$ cat config.mk
export PLATFORM = sky130hd
export DESIGN_NAME = overwrite_ring_buffer_with_peek
export DESIGN_NICKNAME = d
export VERILOG_FILES = /design/src/hdl/orbp_pkg.sv /design/src/hdl/orbp_store.sv /design/src/hdl/orbp_ctrl.sv /design/src/hdl/overwrite_ring_buffer_with_peek.sv
export SDC_FILE = /design/constraint.sdc
export NUM_CORES = 1
export LEC_CHECK = 0
export ABC_CLOCK_PERIOD_IN_PS = 10750
export BUFFER_PORTS_ARGS = -buffer_cell sky130_fd_sc_hd__clkbuf_2
export CAP_MARGIN = 10
export CORE_MARGIN = 2
export CORE_UTILIZATION = 40
export DETAILED_ROUTE_END_ITERATION = 6
export SLEW_MARGIN = 20
export SYNTH_ARGS = -nofsm -noshare
export SYNTH_HDL_FRONTEND = slang
export SYNTH_SLANG_ARGS = --single-unit
$ cat constraint.sdc
create_clock -name aclk -period 10.75 [get_ports aclk]
set_input_delay 1.075 -clock aclk [delete_from_list [all_inputs] [get_ports aclk]]
set_output_delay 1.075 -clock aclk [all_outputs]
set_load 0.03 [all_outputs]
$ cat src/hdl/orbp_pkg.sv
// Shared constants, operation codes and structs for the overwrite ring buffer.
package orbp_pkg;

    // buffer geometry
    localparam int DEPTH  = 32;
    localparam int IDX_W  = $clog2(DEPTH);
    localparam int BYTE_W = 8;
    localparam int OFS_W  = 5;
    localparam int FILL_W = 5;

    // packed word widths
    localparam int S_DATA_W = 16;
    localparam int M_DATA_W = 24;

    typedef enum logic [1:0] {
        OP_PUSH  = 2'd0,
        OP_POP   = 2'd1,
        OP_PEEK  = 2'd2,
        OP_CLEAR = 2'd3
    } op_t;

    // slot store access for one operation
    typedef struct packed {
        logic              wr_en;
        logic [IDX_W-1:0]  wr_addr;
        logic [BYTE_W-1:0] wr_data;
        logic [IDX_W-1:0]  rd_addr;
    } mem_req_t;

    // status fields of one result word
    typedef struct packed {
        logic              read_valid;
        logic              underflow;
        logic [FILL_W-1:0] fill_count;
        logic              is_empty;
        logic [FILL_W-1:0] high_water;
    } status_t;

endpackage

$ cat src/hdl/orbp_store.sv
// Byte slot store: one write port, one registered read port.
module orbp_store (
    input  logic                                aclk,
    input  logic                                rd_en,
    input  orbp_pkg::mem_req_t                  req,
    output logic [orbp_pkg::BYTE_W-1:0]         rd_data
);

    logic [orbp_pkg::BYTE_W-1:0] mem [orbp_pkg::DEPTH];
    logic [orbp_pkg::BYTE_W-1:0] rd_data_reg;

    // write port
    always_ff @(posedge aclk) begin
        if (req.wr_en) begin
            mem[req.wr_addr] <= req.wr_data;
        end
    end

    // read port, held while the result word stalls
    always_ff @(posedge aclk) begin
        if (rd_en) begin
            rd_data_reg <= mem[req.rd_addr];
        end
    end

    assign rd_data = rd_data_reg;

endmodule

$ cat src/hdl/orbp_ctrl.sv
// Ring pointers, high-water mark and per-operation result status.
module orbp_ctrl (
    input  logic                          aclk,
    input  logic                          aresetn,
    input  logic                          accept,
    input  orbp_pkg::op_t                 op,
    input  logic [orbp_pkg::BYTE_W-1:0]   push_byte,
    input  logic [orbp_pkg::OFS_W-1:0]    peek_offset,
    output orbp_pkg::mem_req_t            mem_req,
    output orbp_pkg::status_t             status
);

    localparam int IW = orbp_pkg::IDX_W;
    localparam int CW = IW + 1;
    localparam logic [CW-1:0] DEPTH_C = CW'(orbp_pkg::DEPTH);
    localparam logic [IW-1:0] LAST_IDX = IW'(orbp_pkg::DEPTH - 1);

    logic [IW-1:0] oldest_reg, oldest_next;
    logic [IW-1:0] wr_idx_reg, wr_idx_next;
    logic [IW-1:0] peak_reg,   peak_next;

    logic [IW-1:0] fill_now, fill_after;
    logic [IW-1:0] wr_adv, old_adv, peek_pos;
    logic [CW-1:0] pos_sum;
    logic          peek_ok;

    function automatic logic [IW-1:0] fill_of(input logic [IW-1:0] wr,
                                             input logic [IW-1:0] rd);
        logic [CW-1:0] diff;
        if (wr >= rd) begin
            diff = {1'b0, wr} - {1'b0, rd};
        end else begin
            diff = DEPTH_C + {1'b0, wr} - {1'b0, rd};
        end
        return diff[IW-1:0];
    endfunction

    // pointer increments with wrap
    assign wr_adv  = (wr_idx_reg == LAST_IDX) ? '0 : wr_idx_reg + 1'b1;
    assign old_adv = (oldest_reg == LAST_IDX) ? '0 : oldest_reg + 1'b1;
    assign fill_now = fill_of(wr_idx_reg, oldest_reg);

    // peek address and range check
    assign pos_sum  = {1'b0, oldest_reg} + CW'(peek_offset);
    assign peek_pos = (pos_sum >= DEPTH_C) ? IW'(pos_sum - DEPTH_C) : pos_sum[IW-1:0];
    assign peek_ok  = CW'(peek_offset) < {1'b0, fill_now};

    // next state and status for the current operation
    always_comb begin
        oldest_next       = oldest_reg;
        wr_idx_next       = wr_idx_reg;
        peak_next         = peak_reg;
        mem_req.wr_en     = 1'b0;
        mem_req.wr_addr   = wr_idx_reg;
        mem_req.wr_data   = push_byte;
        mem_req.rd_addr   = oldest_reg;
        status.read_valid = 1'b0;
        status.underflow  = 1'b0;
        unique case (op)
            orbp_pkg::OP_PUSH: begin
                mem_req.wr_en = accept;
                wr_idx_next   = wr_adv;
                if (wr_adv == oldest_reg) begin
                    oldest_next = old_adv;
                end else if (fill_now + 1'b1 > peak_reg) begin
                    peak_next = fill_now + 1'b1;
                end
            end
            orbp_pkg::OP_POP: begin
                if (fill_now == '0) begin
                    status.underflow = 1'b1;
                end else begin
                    status.read_valid = 1'b1;
                    oldest_next       = old_adv;
                end
            end
            orbp_pkg::OP_PEEK: begin
                mem_req.rd_addr   = peek_pos;
                status.read_valid = peek_ok;
            end
            orbp_pkg::OP_CLEAR: begin
                oldest_next = '0;
                wr_idx_next = '0;
            end
            default: begin
                oldest_next = oldest_reg;
            end
        endcase
        fill_after        = fill_of(wr_idx_next, oldest_next);
        status.fill_count = orbp_pkg::FILL_W'(fill_after);
        status.is_empty   = (fill_after == '0);
        status.high_water = orbp_pkg::FILL_W'(peak_next);
    end

    // state registers
    always_ff @(posedge aclk) begin
        if (!aresetn) begin
            oldest_reg <= '0;
            wr_idx_reg <= '0;
            peak_reg   <= '0;
        end else if (accept) begin
            oldest_reg <= oldest_next;
            wr_idx_reg <= wr_idx_next;
            peak_reg   <= peak_next;
        end
    end

endmodule

$ cat src/hdl/overwrite_ring_buffer_with_peek.sv
// Top level: byte ring buffer with overwrite of the oldest byte, peek and high-water mark.
// The result word of an accepted input word is registered and appears on m_tdata in the following cycle.
// Throughput: one operation per cycle; the only limit is the result register draining.
// Each accepted operation updates the pointers it needs and does a registered slot read; a push also writes one slot.
// Reset (aresetn low, synchronous): pointers, high-water mark and m_tvalid clear.
// Slot contents are not reset; only slots written by a push are ever returned.
module overwrite_ring_buffer_with_peek (
    input  logic                              aclk,
    input  logic                              aresetn,
    input  logic                              s_tvalid,
    output logic                              s_tready,
    // operation[1:0], push_byte[9:2], peek_offset[14:10], zero[15]
    input  logic [orbp_pkg::S_DATA_W-1:0]     s_tdata,
    output logic                              m_tvalid,
    input  logic                              m_tready,
    // read_byte[7:0], read_valid[8], underflow[9], fill_count[14:10],
    // is_empty[15], high_water[20:16], zero[23:21]
    output logic [orbp_pkg::M_DATA_W-1:0]     m_tdata
);

    logic                         accept;
    orbp_pkg::mem_req_t           mem_req;
    orbp_pkg::status_t            status;
    orbp_pkg::status_t            status_reg;
    logic                         m_tvalid_reg;
    logic [orbp_pkg::BYTE_W-1:0]  rd_data;
    logic [orbp_pkg::BYTE_W-1:0]  read_byte;

    assign s_tready = !m_tvalid_reg || m_tready;
    assign accept   = s_tvalid && s_tready;

    orbp_ctrl u_ctrl (
        .aclk        (aclk),
        .aresetn     (aresetn),
        .accept      (accept),
        .op          (orbp_pkg::op_t'(s_tdata[1:0])),
        .push_byte   (s_tdata[9:2]),
        .peek_offset (s_tdata[14:10]),
        .mem_req     (mem_req),
        .status      (status)
    );

    orbp_store u_store (
        .aclk    (aclk),
        .rd_en   (accept),
        .req     (mem_req),
        .rd_data (rd_data)
    );

    // result register
    always_ff @(posedge aclk) begin
        if (!aresetn) begin
            m_tvalid_reg <= 1'b0;
        end else if (s_tready) begin
            m_tvalid_reg <= s_tvalid;
        end
    end

    always_ff @(posedge aclk) begin
        if (accept) begin
            status_reg <= status;
        end
    end

    // a read that returned nothing shows zero
    assign read_byte = status_reg.read_valid ? rd_data : '0;
    assign m_tvalid  = m_tvalid_reg;
    assign m_tdata   = {3'b000, status_reg.high_water, status_reg.is_empty,
                        status_reg.fill_count, status_reg.underflow,
                        status_reg.read_valid, read_byte};

endmodule

==> impl_metrics.json <==
{
  "hold_start": "u_ctrl.peak_reg[4]",
  "path_cells": "clkbuf_2, inv_1, ha_1, mux2i_4, buf_4, buf_4, mux4_2, nand2_1, nand2_1, o21ai_0, o21ai_0",
  "die_area_um2": 33120,
  "cp_num_buf_inv": 4,
  "grt_use_total": 0.1646,
  "fin_skew_ns": 0.008039,
  "max_slew_margin": 0.3235,
  "rows": 65,
  "setup_viol": 0,
  "hold_slack_ns": 0.4781,
  "antenna_cells": 0,
  "synth-edff-count": 277,
  "holdBufCountCts": 0,
  "synth_top_area_frac": 0.6563,
  "r2r_end": "m_tdata[15]",
  "cts_buffer_depth": 3,
  "ys_seq_area_frac": 0.6816,
  "cp-startpoint": "s_tdata[0]",
  "grt.overflow.total": 0,
  "antenna_found_initial": 0,
  "power.density_nw_per_um2": 179.7,
  "port_buffers": 41,
  "synth_compound_area_frac": 0.03998,
  "final_util": 0.4546,
  "synth_seq_cells": 293,
  "grt_pass1_wl_mm": 41.63,
  "drv_slew": 0,
  "synth_top_family_by_area": "multiplexers",
  "clock-root-buffer": "clkbuf_16",
  "synth-simple-area-share": 0.08076,
  "synthMuxAreaShare": 0.1234,
  "final_nets": 900,
  "start_util": 0.4037,
  "cts.sinks": 293,
  "synth_area_um2": 12670,
  "crit_fanout": 36,
  "r2r_setup_slack_ns": 6.45,
  "critPathKind": "input pin to flip-flop",
  "crit_arrival_ns": 4.65,
  "die_h_um": 182,
  "ys_types": 54,
  "yosysWarnings": 0,
  "vdd_drop_max_mv": 0.1261,
  "end_kind": "flip-flop",
  "path_clk_slew_ns": 0.06,
  "grt_max_degree": 65,
  "syn_inst": 801,
  "cp.depth": 11,
  "cts_tree": "built",
  "grt_pass1_vias": 6967,
  "worstMarginPinSlew_ns": 1.015,
  "largest_reg_flops": 256,
  "core_um2": 31390,
  "wire_per_inst_um": 21.02,
  "drive_gt1_frac": 0.2018,
  "cp_top_family": "buffers and inverters",
  "hold_viol_final": 0,
  "synthToLayoutAreaGrowth_pct": 12.61,
  "start_kind": "input pin",
  "synth_most_common_cell": "edfxtp_1",
  "synth_xor_area_frac": 0.01609,
  "tns_ns": 0,
  "status": "finished clean",
  "route.detailed.drc": 0,
  "leakagePower_nw": 4.893,
  "max_freq_ghz": 0.2287,
  "fin_crit_ns": 4.372,
  "ant_nets": 0,
  "avgViaCountPerCell": 5.367,
  "required_ns": 11.03,
  "firstDrtPassIters": 5,
  "hold_path.class": "flip-flop to flip-flop",
  "postCtsSetupBuffers": 0,
  "ctsResizeCount": 0,
  "drt_iter0_drc": 629,
  "slowest_delay_ns": 0.64,
  "ios": 46,
  "r2r-start": "u_ctrl.oldest_reg[0]",
  "r2r_cells": 14,
  "crit_path_top_delay_cell": "buf_4",
  "rsz0062_at_grt": "false",
  "die_w_um": 182,
  "numCtsBuffers": 30,
  "synthAdderAreaFrac": 0.03761,
  "endpoint": "u_store.rd_data[0]",
  "dpl.hpwl_mm": 16.13,
  "synth_area_leader_cell": "edfxtp_1",
  "num_vias": 6811,
  "synthFlopType": "edfxtp_1",
  "synth.avg_cell_area_um2": 15.82,
  "insertion_delay_ns": 0.57,
  "synth_common_cells": "277 x edfxtp_1, 102 x nand2_1, 64 x mux4_2",
  "place.gp.congestion": 0.7838,
  "cap_violations": 0,
  "async_flop_share": 0,
  "fin_crit_sh": 0.4067,
  "htree_levels": 1,
  "wl_mm": 26.67,
  "synth.top_cells.by_area": "edfxtp_1 66%, mux4_2 11%, ha_1 3.4%"
}
==> per-layer routing <==
layer | GRT usage | wire (um)
met2 | 0.2753 | 13020
met5 | 0 | 0
met3 | 0.02728 | 1361
met4 | 0.02839 | 403
met1 | 0.2311 | 11890
==> area by class of cell <==
class | count | area, um2
repair buffers | 48 | 257.7
inverters | 25 | 93.84
fillers | 2743 | 17120
clock buffers | 36 | 773.2
clock inverters | 19 | 178.9
flip-flops and latches | 293 | 8638
well taps | 402 | 503.0
multi-input cells | 446 | 3826
==> cells in the final DEF (no fill, tap or decap), types with 5 or more instances in the layout <==
cell type / n
edfxtp_1: 277
nand2_1: 102
mux4_2: 64
nor2_1: 61
clkbuf_2: 41
ha_1: 34
clkbuf_16: 30
inv_1: 25
o21ai_0: 25
nand3_1: 25
dfxtp_1: 16
a21oi_1: 15
xnor2_1: 14
and2_1: 9
o211ai_1: 8
a211oi_1: 8
buf_4: 7
nand2b_1: 6
mux2_2: 6
nand3b_1: 6
clkbuf_1: 6
clkinv_1: 6
nor3_1: 5
clkinvlp_4: 5
==> kinds of logic after synthesis <==
family          count (synthesis)
compound gates                 80
xor+xnor                       20
fa+ha+maj                      37
buf+inv                        64
flops                         293
mux                            75
other cells                     1
simple gates                  231
==> stage by stage <==
step,instance area [um2],setup WS (ns),instances,power (mW)
6_report,14270,6.378,1269,2.565
3_3_place_gp,13310,5.760,1214,1.592
2_1_floorplan,12680,7.047,803,1.503
3_5_place_dp,13310,5.720,1214,1.594
5_1_grt,14270,6.099,1269,2.668
4_1_cts,14260,6.319,1269,2.590
==> worst min-delay path by stage <==
| stage | to | depth (start not counted) |
|---|---|---|
| 6_report | u_ctrl.peak_reg[4] | 2 |
| 5_1_grt | u_ctrl.peak_reg[4] | 2 |
| 4_1_cts | u_ctrl.peak_reg[4] | 2 |
| 3_5_place_dp | u_ctrl.peak_reg[4] | 2 |
| 3_3_place_gp | u_ctrl.peak_reg[4] | 2 |
| 2_1_floorplan | u_ctrl.peak_reg[3] | 2 |
==> worst reg2reg max path, stage by stage, from the launching register on <==
cell and delay (ns):
dfxtp_1 0.58, ha_1 0.25, inv_1 0.05, fa_1 0.40, xnor2_1 0.49, nand2_1 0.11
o31ai_1 0.55, a21boi_1 0.26, mux2_2 0.35, ha_1 0.24, nand2_1 0.07, a31oi_1 0.10
maj3_2 0.36, xnor2_2 0.15, nor4_2 0.21
==> power by group <==
part	leakage [nW]	switching (mW)	internal [mW]
clock network	0.446	0.433	0.563
logic	1.81	0.177	0.108
registers	2.64	0.0130	1.27
Power figures use the tool's default switching activity.
